==> config.mk <==
export PLATFORM = sky130hd
export DESIGN_NAME = hls_to_rgb_converter
export DESIGN_NICKNAME = d
export VERILOG_FILES = /design/src/rtl/hls2rgb_pkg.sv /design/src/rtl/hls_to_rgb_converter.sv
export SDC_FILE = /design/constraint.sdc
export NUM_CORES = 2
export LEC_CHECK = 0
export ABC_AREA = 1
export BUFFER_PORTS_ARGS = -buffer_cell sky130_fd_sc_hd__buf_2
export CAP_MARGIN = 10
export CORE_MARGIN = 5
export CORE_UTILIZATION = 50
export DETAILED_ROUTE_END_ITERATION = 8
export MAX_ROUTING_LAYER = met4
export PLACE_DENSITY = 0.68
export SLEW_MARGIN = 40
export SYNTH_ARGS = -nofsm -noshare
export SYNTH_HDL_FRONTEND = slang
export SYNTH_SLANG_ARGS = --single-unit
==> constraint.sdc <==
create_clock -name clock -period 14.3 [get_ports clock]
set_clock_uncertainty 0.05 [all_clocks]
set_input_delay 2.86 -clock clock [delete_from_list [all_inputs] [get_ports clock]]
set_output_delay 2.86 -clock clock [all_outputs]
set_load 0.01 [all_outputs]
==> src/rtl/hls2rgb_pkg.sv <==
// Shared constants for the HLS to RGB converter: hue sector codes,
// hue scale constants and default parameter values. No dependencies.
package hls2rgb_pkg;

   localparam int FRAC_BITS_DEF = 15;

   // hue in 1/64 degree units
   localparam int HUE_W    = 15;
   localparam int NUM_W    = 13;
   localparam int HUE_FULL = 23040;
   localparam int HUE_30   = 1920;
   localparam int HUE_60   = 3840;
   localparam int HUE_120  = 7680;

   // every sector width is 15 * 2^k
   localparam int DEN_BASE  = 15;
   localparam int SHIFT_30  = 7;
   localparam int SHIFT_60  = 8;
   localparam int SHIFT_120 = 9;

   // sector width codes
   localparam logic [1:0] DEN_30  = 2'd0;
   localparam logic [1:0] DEN_60  = 2'd1;
   localparam logic [1:0] DEN_120 = 2'd2;

   // hue sectors
   localparam logic [2:0] SEC_R_TO_Y = 3'd0;
   localparam logic [2:0] SEC_Y_TO_G = 3'd1;
   localparam logic [2:0] SEC_G_TO_C = 3'd2;
   localparam logic [2:0] SEC_C_TO_B = 3'd3;
   localparam logic [2:0] SEC_B_TO_M = 3'd4;
   localparam logic [2:0] SEC_M_TO_R = 3'd5;

endpackage

==> src/rtl/hls_to_rgb_converter.sv <==
// HLS to RGB converter, six-stage pipeline, top level.
// Depends on hls2rgb_pkg for sector codes and hue constants.
//
// Usage:
//   req_* takes one request per cycle while req_tready is high: tdata =
//   {saturation, lightness, hue} from the top bit down, hue in 1/64 degree,
//   lightness and saturation unsigned with FRAC_BITS fraction bits (1.0 = 1 << FRAC_BITS).
//   rsp_* returns {blue, green, red} in the same format, one per request,
//   in order.
//   csr_* writes hue_mode (1 uniform 60 degree sectors, 0 warped mapping);
//   write it only while no request is in flight. csr_ready is always high.
//   A request accepted on req_* passes in order through the six register
//   stages (hue reduce, sector select and l*s multiply, max/min levels,
//   ramp multiplies, reciprocal multiply, correction/mux) to rsp_tdata.
//   Throughput: one request per cycle while rsp_tready stays high.
//   Each stage holds its own valid bit; a stage loads whenever it is empty
//   or the one after it moves, so bubbles close up and req_tready stays
//   high while a finished result waits as long as a stage is free.
//   When rsp_tready is low the pipeline fills and then holds; nothing is
//   dropped or repeated.
//   Reset clears all valid bits and sets hue_mode to 1.
module hls_to_rgb_converter #(
   parameter int FRAC_BITS = hls2rgb_pkg::FRAC_BITS_DEF
) (
   input  logic        clock,
   input  logic        reset,
   input  logic        req_tvalid,
   output logic        req_tready,
   input  logic [47:0] req_tdata,   // hue[15:0], lightness[31:16], saturation[47:32]
   output logic        rsp_tvalid,
   input  logic        rsp_tready,
   output logic [47:0] rsp_tdata,   // red[15:0], green[31:16], blue[47:32]
   input  logic        csr_valid,
   output logic        csr_ready,
   input  logic [0:0]  csr_data     // hue_mode
);

   localparam int LW  = FRAC_BITS + 1;            // holds 1.0
   localparam int CW  = (LW > 16) ? LW : 16;      // compare width vs 16-bit ports
   localparam int XW  = LW + hls2rgb_pkg::NUM_W;  // diff * num
   localparam int YW  = XW + 1;
   localparam int ZW  = FRAC_BITS + 4;            // quotient by 2^k, below 15 * (diff + 1)
   localparam int RW  = ZW - 3;
   localparam int PW  = ZW + RW;
   localparam int HW  = hls2rgb_pkg::HUE_W;
   localparam int NW  = hls2rgb_pkg::NUM_W;
   localparam longint unsigned RECIP_VAL = (64'd1 << ZW) / hls2rgb_pkg::DEN_BASE;
   localparam logic [RW-1:0] RECIP = RW'(RECIP_VAL);
   localparam logic [LW-1:0] ONE   = LW'(1) << FRAC_BITS;
   localparam logic [LW-1:0] HALF  = LW'(1) << (FRAC_BITS - 1);

   function automatic logic [15:0] sat16(input logic [LW-1:0] v);
      logic [CW-1:0] e;
      e = CW'(v);
      return (e > CW'(16'hFFFF)) ? 16'hFFFF : e[15:0];
   endfunction

   // mini + round(diff * num / den) from z = (diff*num + den/2) >> k and z * RECIP
   function automatic logic [LW-1:0] ramp_fin(input logic [ZW-1:0] z,
                                              input logic [PW-1:0] zm,
                                              input logic [LW-1:0] mini);
      logic [LW-1:0] q0;
      logic [ZW-1:0] q15;
      logic [ZW-1:0] rem;
      logic [LW-1:0] q;
      logic [LW:0]   sum;
      q0  = zm[ZW +: LW];
      q15 = (ZW'(q0) << 4) - ZW'(q0);
      rem = z - q15;
      q   = q0 + LW'(rem >= ZW'(hls2rgb_pkg::DEN_BASE));
      sum = {1'b0, mini} + {1'b0, q};
      return sum[LW-1:0];
   endfunction

   // configuration
   logic hue_mode_ff;
   assign csr_ready = 1'b1;

   always_ff @(posedge clock) begin
      if (reset) begin
         hue_mode_ff <= 1'b1;
      end else if (csr_valid && csr_ready) begin
         hue_mode_ff <= csr_data[0];
      end
   end

   // stage enables: load when empty or when the next stage moves
   logic en1, en2, en3, en4, en5, en6;
   logic v1_ff, v2_ff, v3_ff, v4_ff, v5_ff, v6_ff;

   assign en6 = !v6_ff || rsp_tready;
   assign en5 = !v5_ff || en6;
   assign en4 = !v4_ff || en5;
   assign en3 = !v3_ff || en4;
   assign en2 = !v2_ff || en3;
   assign en1 = !v1_ff || en2;
   assign req_tready = en1;

   always_ff @(posedge clock) begin
      if (reset) begin
         v1_ff <= 1'b0;
         v2_ff <= 1'b0;
         v3_ff <= 1'b0;
         v4_ff <= 1'b0;
         v5_ff <= 1'b0;
         v6_ff <= 1'b0;
      end else begin
         if (en1) v1_ff <= req_tvalid;
         if (en2) v2_ff <= v1_ff;
         if (en3) v3_ff <= v2_ff;
         if (en4) v4_ff <= v3_ff;
         if (en5) v5_ff <= v4_ff;
         if (en6) v6_ff <= v5_ff;
      end
   end

   // ---------------- stage 1: hue modulo 360, clamp l and s
   logic [15:0]   hue_w, l_raw, s_raw;
   logic [15:0]   hue_red;
   logic [HW-1:0] hm1_in, hm1_ff;
   logic [LW-1:0] l1_in, l1_ff, s1_in, s1_ff;

   always_comb begin
      hue_w = req_tdata[15:0];
      l_raw = req_tdata[31:16];
      s_raw = req_tdata[47:32];
      if (hue_w >= 16'(2 * hls2rgb_pkg::HUE_FULL)) begin
         hue_red = hue_w - 16'(2 * hls2rgb_pkg::HUE_FULL);
      end else if (hue_w >= 16'(hls2rgb_pkg::HUE_FULL)) begin
         hue_red = hue_w - 16'(hls2rgb_pkg::HUE_FULL);
      end else begin
         hue_red = hue_w;
      end
      hm1_in = hue_red[HW-1:0];
      l1_in  = (CW'(l_raw) > CW'(ONE)) ? ONE : LW'(l_raw);
      s1_in  = (CW'(s_raw) > CW'(ONE)) ? ONE : LW'(s_raw);
   end

   always_ff @(posedge clock) begin
      if (en1) begin
         hm1_ff <= hm1_in;
         l1_ff  <= l1_in;
         s1_ff  <= s1_in;
      end
   end

   // ---------------- stage 2: sector and fraction, l * s
   logic [2:0]      sec2_in, sec2_ff;
   logic [NW-1:0]   num2_in, num2_ff;
   logic [1:0]      dc2_in, dc2_ff;
   logic [LW-1:0]   l2_ff, s2_ff;
   logic [2*LW-1:0] ls2_in, ls2_ff;
   logic [HW-1:0]   off2;

   always_comb begin
      off2 = hm1_ff - HW'(3 * hls2rgb_pkg::HUE_60);
      if (hue_mode_ff) begin
         dc2_in = hls2rgb_pkg::DEN_60;
         if (hm1_ff >= HW'(5 * hls2rgb_pkg::HUE_60)) begin
            sec2_in = hls2rgb_pkg::SEC_M_TO_R;
            num2_in = NW'(hm1_ff - HW'(5 * hls2rgb_pkg::HUE_60));
         end else if (hm1_ff >= HW'(4 * hls2rgb_pkg::HUE_60)) begin
            sec2_in = hls2rgb_pkg::SEC_B_TO_M;
            num2_in = NW'(hm1_ff - HW'(4 * hls2rgb_pkg::HUE_60));
         end else if (hm1_ff >= HW'(3 * hls2rgb_pkg::HUE_60)) begin
            sec2_in = hls2rgb_pkg::SEC_C_TO_B;
            num2_in = NW'(off2);
         end else if (hm1_ff >= HW'(2 * hls2rgb_pkg::HUE_60)) begin
            sec2_in = hls2rgb_pkg::SEC_G_TO_C;
            num2_in = NW'(hm1_ff - HW'(2 * hls2rgb_pkg::HUE_60));
         end else if (hm1_ff >= HW'(hls2rgb_pkg::HUE_60)) begin
            sec2_in = hls2rgb_pkg::SEC_Y_TO_G;
            num2_in = NW'(hm1_ff - HW'(hls2rgb_pkg::HUE_60));
         end else begin
            sec2_in = hls2rgb_pkg::SEC_R_TO_Y;
            num2_in = NW'(hm1_ff);
         end
      end else begin
         if (hm1_ff < HW'(hls2rgb_pkg::HUE_120)) begin
            sec2_in = hls2rgb_pkg::SEC_R_TO_Y;
            num2_in = NW'(hm1_ff);
            dc2_in  = hls2rgb_pkg::DEN_120;
         end else if (hm1_ff < HW'(3 * hls2rgb_pkg::HUE_60)) begin
            sec2_in = hls2rgb_pkg::SEC_Y_TO_G;
            num2_in = NW'(hm1_ff - HW'(hls2rgb_pkg::HUE_120));
            dc2_in  = hls2rgb_pkg::DEN_60;
         end else if (hm1_ff < HW'(4 * hls2rgb_pkg::HUE_60)) begin
            // green to blue squeezed into two 30 degree halves
            dc2_in = hls2rgb_pkg::DEN_30;
            if (off2 < HW'(hls2rgb_pkg::HUE_30)) begin
               sec2_in = hls2rgb_pkg::SEC_G_TO_C;
               num2_in = NW'(off2);
            end else begin
               sec2_in = hls2rgb_pkg::SEC_C_TO_B;
               num2_in = NW'(off2 - HW'(hls2rgb_pkg::HUE_30));
            end
         end else if (hm1_ff >= HW'(5 * hls2rgb_pkg::HUE_60)) begin
            sec2_in = hls2rgb_pkg::SEC_M_TO_R;
            num2_in = NW'(hm1_ff - HW'(5 * hls2rgb_pkg::HUE_60));
            dc2_in  = hls2rgb_pkg::DEN_60;
         end else begin
            sec2_in = hls2rgb_pkg::SEC_B_TO_M;
            num2_in = NW'(hm1_ff - HW'(4 * hls2rgb_pkg::HUE_60));
            dc2_in  = hls2rgb_pkg::DEN_60;
         end
      end
      ls2_in = (2*LW)'(l1_ff) * (2*LW)'(s1_ff);
   end

   always_ff @(posedge clock) begin
      if (en2) begin
         sec2_ff <= sec2_in;
         num2_ff <= num2_in;
         dc2_ff  <= dc2_in;
         l2_ff   <= l1_ff;
         s2_ff   <= s1_ff;
         ls2_ff  <= ls2_in;
      end
   end

   // ---------------- stage 3: max / min levels
   logic [2*LW-1:0] ls_rnd;
   logic [LW-1:0]   prod3;
   logic [LW:0]     lps3, maxi_w, two_l, mini_w;
   logic [LW-1:0]   maxi3_in, mini3_in, diff3_in;
   logic [NW-1:0]   den3, dnum3_in;
   logic [2:0]      sec3_ff;
   logic [NW-1:0]   num3_ff, dnum3_ff;
   logic [1:0]      dc3_ff;
   logic [LW-1:0]   l3_ff, maxi3_ff, mini3_ff, diff3_ff;
   logic            sz3_ff;

   always_comb begin
      ls_rnd = ls2_ff + (2*LW)'(HALF);
      prod3  = ls_rnd[FRAC_BITS +: LW];
      lps3   = {1'b0, l2_ff} + {1'b0, s2_ff};
      if (l2_ff <= HALF) begin
         maxi_w = {1'b0, l2_ff} + {1'b0, prod3};
      end else if (lps3 > {1'b0, prod3}) begin
         maxi_w = lps3 - {1'b0, prod3};
      end else begin
         maxi_w = '0;
      end
      maxi3_in = (maxi_w > {1'b0, ONE}) ? ONE : maxi_w[LW-1:0];
      two_l    = {l2_ff, 1'b0};
      mini_w   = (two_l > {1'b0, maxi3_in}) ? two_l - {1'b0, maxi3_in} : '0;
      mini3_in = (mini_w > {1'b0, maxi3_in}) ? maxi3_in : mini_w[LW-1:0];
      diff3_in = maxi3_in - mini3_in;
      case (dc2_ff)
         hls2rgb_pkg::DEN_30:  den3 = NW'(hls2rgb_pkg::HUE_30);
         hls2rgb_pkg::DEN_120: den3 = NW'(hls2rgb_pkg::HUE_120);
         default:              den3 = NW'(hls2rgb_pkg::HUE_60);
      endcase
      dnum3_in = den3 - num2_ff;
   end

   always_ff @(posedge clock) begin
      if (en3) begin
         sec3_ff  <= sec2_ff;
         num3_ff  <= num2_ff;
         dnum3_ff <= dnum3_in;
         dc3_ff   <= dc2_ff;
         l3_ff    <= l2_ff;
         sz3_ff   <= (s2_ff == '0);
         maxi3_ff <= maxi3_in;
         mini3_ff <= mini3_in;
         diff3_ff <= diff3_in;
      end
   end

   // ---------------- stage 4: ramp numerators
   logic [2:0]    sec4_ff;
   logic [1:0]    dc4_ff;
   logic [LW-1:0] l4_ff, maxi4_ff, mini4_ff;
   logic          sz4_ff;
   logic [XW-1:0] xup4_in, xdn4_in, xup4_ff, xdn4_ff;

   assign xup4_in = XW'(diff3_ff) * XW'(num3_ff);
   assign xdn4_in = XW'(diff3_ff) * XW'(dnum3_ff);

   always_ff @(posedge clock) begin
      if (en4) begin
         sec4_ff  <= sec3_ff;
         dc4_ff   <= dc3_ff;
         l4_ff    <= l3_ff;
         sz4_ff   <= sz3_ff;
         maxi4_ff <= maxi3_ff;
         mini4_ff <= mini3_ff;
         xup4_ff  <= xup4_in;
         xdn4_ff  <= xdn4_in;
      end
   end

   // ---------------- stage 5: round, strip 2^k, multiply by 1/15
   logic [YW-1:0] half5, yup5, ydn5;
   logic [ZW-1:0] zup5_in, zdn5_in, zup5_ff, zdn5_ff;
   logic [PW-1:0] mup5_in, mdn5_in, mup5_ff, mdn5_ff;
   logic [2:0]    sec5_ff;
   logic [LW-1:0] l5_ff, maxi5_ff, mini5_ff;
   logic          sz5_ff;

   always_comb begin
      case (dc4_ff)
         hls2rgb_pkg::DEN_30:  half5 = YW'(hls2rgb_pkg::HUE_30 / 2);
         hls2rgb_pkg::DEN_120: half5 = YW'(hls2rgb_pkg::HUE_120 / 2);
         default:              half5 = YW'(hls2rgb_pkg::HUE_60 / 2);
      endcase
      yup5 = {1'b0, xup4_ff} + half5;
      ydn5 = {1'b0, xdn4_ff} + half5;
      case (dc4_ff)
         hls2rgb_pkg::DEN_30: begin
            zup5_in = ZW'(yup5 >> hls2rgb_pkg::SHIFT_30);
            zdn5_in = ZW'(ydn5 >> hls2rgb_pkg::SHIFT_30);
         end
         hls2rgb_pkg::DEN_120: begin
            zup5_in = ZW'(yup5 >> hls2rgb_pkg::SHIFT_120);
            zdn5_in = ZW'(ydn5 >> hls2rgb_pkg::SHIFT_120);
         end
         default: begin
            zup5_in = ZW'(yup5 >> hls2rgb_pkg::SHIFT_60);
            zdn5_in = ZW'(ydn5 >> hls2rgb_pkg::SHIFT_60);
         end
      endcase
      mup5_in = PW'(zup5_in) * PW'(RECIP);
      mdn5_in = PW'(zdn5_in) * PW'(RECIP);
   end

   always_ff @(posedge clock) begin
      if (en5) begin
         sec5_ff  <= sec4_ff;
         l5_ff    <= l4_ff;
         sz5_ff   <= sz4_ff;
         maxi5_ff <= maxi4_ff;
         mini5_ff <= mini4_ff;
         zup5_ff  <= zup5_in;
         zdn5_ff  <= zdn5_in;
         mup5_ff  <= mup5_in;
         mdn5_ff  <= mdn5_in;
      end
   end

   // ---------------- stage 6: quotient correction, channel select, output register
   logic [LW-1:0] up6, down6, r6, g6, b6;
   logic [15:0]   red6_in, green6_in, blue6_in;
   logic [15:0]   red6_ff, green6_ff, blue6_ff;

   always_comb begin
      up6   = ramp_fin(zup5_ff, mup5_ff, mini5_ff);
      down6 = ramp_fin(zdn5_ff, mdn5_ff, mini5_ff);
      case (sec5_ff)
         hls2rgb_pkg::SEC_R_TO_Y: begin r6 = maxi5_ff; g6 = up6;      b6 = mini5_ff; end
         hls2rgb_pkg::SEC_Y_TO_G: begin r6 = down6;    g6 = maxi5_ff; b6 = mini5_ff; end
         hls2rgb_pkg::SEC_G_TO_C: begin r6 = mini5_ff; g6 = maxi5_ff; b6 = up6;      end
         hls2rgb_pkg::SEC_C_TO_B: begin r6 = mini5_ff; g6 = down6;    b6 = maxi5_ff; end
         hls2rgb_pkg::SEC_B_TO_M: begin r6 = up6;      g6 = mini5_ff; b6 = maxi5_ff; end
         default:                 begin r6 = maxi5_ff; g6 = mini5_ff; b6 = down6;    end
      endcase
      if (sz5_ff) begin
         r6 = l5_ff;
         g6 = l5_ff;
         b6 = l5_ff;
      end
      red6_in   = sat16(r6);
      green6_in = sat16(g6);
      blue6_in  = sat16(b6);
   end

   always_ff @(posedge clock) begin
      if (en6) begin
         red6_ff   <= red6_in;
         green6_ff <= green6_in;
         blue6_ff  <= blue6_in;
      end
   end

   assign rsp_tvalid = v6_ff;
   assign rsp_tdata  = {blue6_ff, green6_ff, red6_ff};

endmodule

==> impl_metrics.json <==
{
  "status": "complete, no violations",
  "critPathMaxFanout": 28,
  "core_mm2": 0.106,
  "drive_above_1_share": 0.0556,
  "reg2reg_depth": 72,
  "m1WireLength_um": 57900,
  "cts_resized": 0,
  "syn-num-nets": 7235,
  "grt_pass1_vias": 40400,
  "hold_viol": 0,
  "finalCritPeriodShare": 0.799,
  "wirelength_um": 132000,
  "clock.fmax_mhz": 87.6,
  "synthCells": 6028,
  "hpwl_um": 105000,
  "r2r_slack_ps": 2880,
  "crit_path_top_delay_cell": "edfxtp_1",
  "ys_warn_count": 0,
  "synth_enable_flop_cells": 477,
  "cp.arrival_ps": 11790,
  "tightestPinTransition_ps": 910,
  "clock_sinks": 484,
  "worst_r2r_startpoint": "l2_ff[2]",
  "critPathLaunchType": "flop",
  "clock_path_buffers": 3,
  "root_buffer": "clkbuf_16",
  "cp_data_required_time_ps": 14670,
  "grt_pass1_wl_um": 215000,
  "tns_ps": 0,
  "die-area_mm2": 0.113,
  "endpoint_kind": "flop",
  "multi_input_area_mm2": 0.0328,
  "cts-hold-fix-buffers": 0,
  "cts_tree": "done",
  "gp_congestion": 0.954,
  "io_buffer_count": 103,
  "synth-seq-area-share": 0.272,
  "path_common_cell": "nand2_1",
  "cts_inserted_buffers": 56,
  "seq_area_mm2": 0.0145,
  "place_inst": 7362,
  "synth_top_area_cell": "edfxtp_1",
  "ys.flop_type": "edfxtp_1",
  "rsz0062_at_grt": "false",
  "ys_seq_elements": 484,
  "drtAntennaViolNets": 0,
  "synth_area_mm2": 0.0532,
  "syn_avg_cell_area_um2": 8.83,
  "viasPerCell": 5.29,
  "wl_met2_um": 62000,
  "slew_violations": 0,
  "io_pins": 105,
  "post_cts_buffers": 0,
  "wl_per_cell_um": 17.6,
  "grt_start_max_net_pins": 68,
  "ys_top_cells_by_area": "edfxtp_1, fa_1, ha_1",
  "whs_endpoint": "dc4_ff[1]",
  "setup_viol_count_final": 0,
  "clk_pin_slew_ps": 70,
  "ys_types": 66,
  "max_slew_margin": 0.393,
  "dieWidth_um": 336,
  "track_usage": 0.244,
  "instances_no_fill": 7475,
  "htreeDepth": 2,
  "start_util": 0.504,
  "clkLatencyLatePin_ps": 660,
  "first_pass_iters": 5,
  "fillers": 9519,
  "rows": 119,
  "drtIter0Drc": 2868,
  "max_cap_violations": 0,
  "layout.nets": 7244,
  "hold_path_class": "reg2reg",
  "min-delay-start": "dc3_ff[1]",
  "synth_top_area_share": 0.269,
  "gr-total-overflow": 0,
  "critPathKind": "reg2reg",
  "hold_path_depth": 0,
  "synthToLayoutAreaGrowth_pct": 7.40,
  "min_period_ps": 11420,
  "r2r-end": "diff3_ff[15]",
  "top_layer_used": "met4",
  "async_flop_share": 0,
  "cpPeakStageDelay_ps": 460,
  "wl_met3_um": 7870,
  "vias": 39600,
  "antenna_found_initial": 3,
  "remaining_drc_errors": 0,
  "die_y_um": 336
}
final cells by class:
cell class / instances / area share
diodes: 2 / 0.0000876
clock buffers: 62 / 0.0251
clock inverters: 41 / 0.00926
inverters: 1391 / 0.0916
multi-input cells: 3952 / 0.574
flip-flops and latches: 484 / 0.253
well taps: 1391 / 0.0305
repair buffers: 152 / 0.0167
stage by stage:
stage / util / area, um^2 / setup slack (ps) / hold WS [ps]
global placement: 0.521 / 55000 / 3100 / 352
CTS: 0.540 / 57000 / 2980 / 366
finish: 0.541 / 57100 / 2880 / 361
floorplan: - / 53200 / 535 / 350
detailed placement: 0.522 / 55100 / 2960 / 355
global route: 0.541 / 57100 / 1690 / 374
logic make-up after synthesis:
| kind of cell | Yosys count | share of synthesized area |
|---|---|---|
| xor+xnor | 272 | 0.0448 |
| flops | 484 | 0.272 |
| other cells | 1 | 0.0000705 |
| buf+inv | 1592 | 0.113 |
| compound gates | 757 | 0.0839 |
| simple gates | 1769 | 0.135 |
| fa+ha+maj | 1153 | 0.351 |
cells in the final DEF, fill, tap and decap left out, types with 8 or more instances in the layout:
| cell type | netlist | routed |
|---|---|---|
| o21ai_0 | 204 | 204 |
| xnor2_1 | 80 | 80 |
| inv_1 | 1368 | 1363 |
| clkinv_2 | 0 | 8 |
| or2_2 | 13 | 13 |
| nor3_1 | 44 | 41 |
| clkbuf_16 | 0 | 56 |
| o221ai_1 | 29 | 29 |
| o22ai_1 | 41 | 41 |
| a21o_1 | 14 | 14 |
| nor4_1 | 27 | 26 |
| a21oi_1 | 295 | 295 |
| o21ai_2 | 15 | 15 |
| nor2_1 | 291 | 291 |
| inv_2 | 19 | 21 |
| buf_6 | 4 | 9 |
| o31ai_1 | 8 | 8 |
| fa_1 | 565 | 565 |
| edfxtp_1 | 477 | 477 |
| a211oi_1 | 28 | 28 |
| xor2_1 | 192 | 192 |
| buf_2 | 5 | 103 |
| o21bai_1 | 36 | 36 |
| buf_4 | 1 | 35 |
| a31oi_1 | 23 | 22 |
| o211ai_1 | 22 | 22 |
| ha_1 | 588 | 588 |
| nand3_1 | 116 | 116 |
| nand4_1 | 44 | 44 |
| nand2_1 | 1197 | 1196 |
synth_stat cells (5+ instances only):
library cell,number
inv_1,1368
nand2_1,1197
ha_1,588
fa_1,565
edfxtp_1,477
a21oi_1,295
nor2_1,291
o21ai_0,204
xor2_1,192
clkbuf_1,188
nand3_1,116
xnor2_1,80
nand4_1,44
nor3_1,44
o22ai_1,41
o21bai_1,36
o221ai_1,29
a211oi_1,28
nor4_1,27
a31oi_1,23
o211ai_1,22
inv_2,19
o21ai_2,15
a21o_1,14
or2_2,13
o31ai_1,8
dfxtp_1,7
o2111ai_1,7
nand2_2,6
buf_2,5
nand3b_1,5
o21a_1,5
registers in the layout, indices dropped and copies added, names as in the netlist, 17 cells and up:
register,count
zdn5_ff,19
xdn4_ff,22
ls2_ff,17
zup5_ff,19
xup4_ff,22
worst max-delay path, delay by kind of cell, from the launching register on:
kind / cells / cell delay [ps]
adders and majority gates: 5 / 1850
AOI/OAI and AO/OA: 23 / 3790
xor gates and xnor gates: 1 / 60
DFF: 1 / 460
buffers and inverters: 8 / 860
and+or+nand+nor: 35 / 4120
worst max path at each step:
stage | from | to | slack (ps)
after detailed placement | l2_ff[2] | diff3_ff[15] | 2960
after CTS | l2_ff[2] | diff3_ff[15] | 2980
after global routing | l2_ff[2] | diff3_ff[14] | 1690
final | l2_ff[2] | diff3_ff[15] | 2880
after global placement | l2_ff[2] | diff3_ff[15] | 3100
after floorplan | rsp_tready | req_tready | 540
per-layer routing:
| layer | vias up | global-route usage |
|---|---|---|
| met5 | - | - |
| met2 | 1207 | 0.399 |
| met4 | 0 | 0.0695 |
| met3 | 226 | 0.0291 |
| met1 | 19100 | 0.325 |
| li1 | 19000 | - |
Power is left out: the tool's default activity adds up to more than one toggle a clock period on the data nets, which glitch-free logic cannot reach.
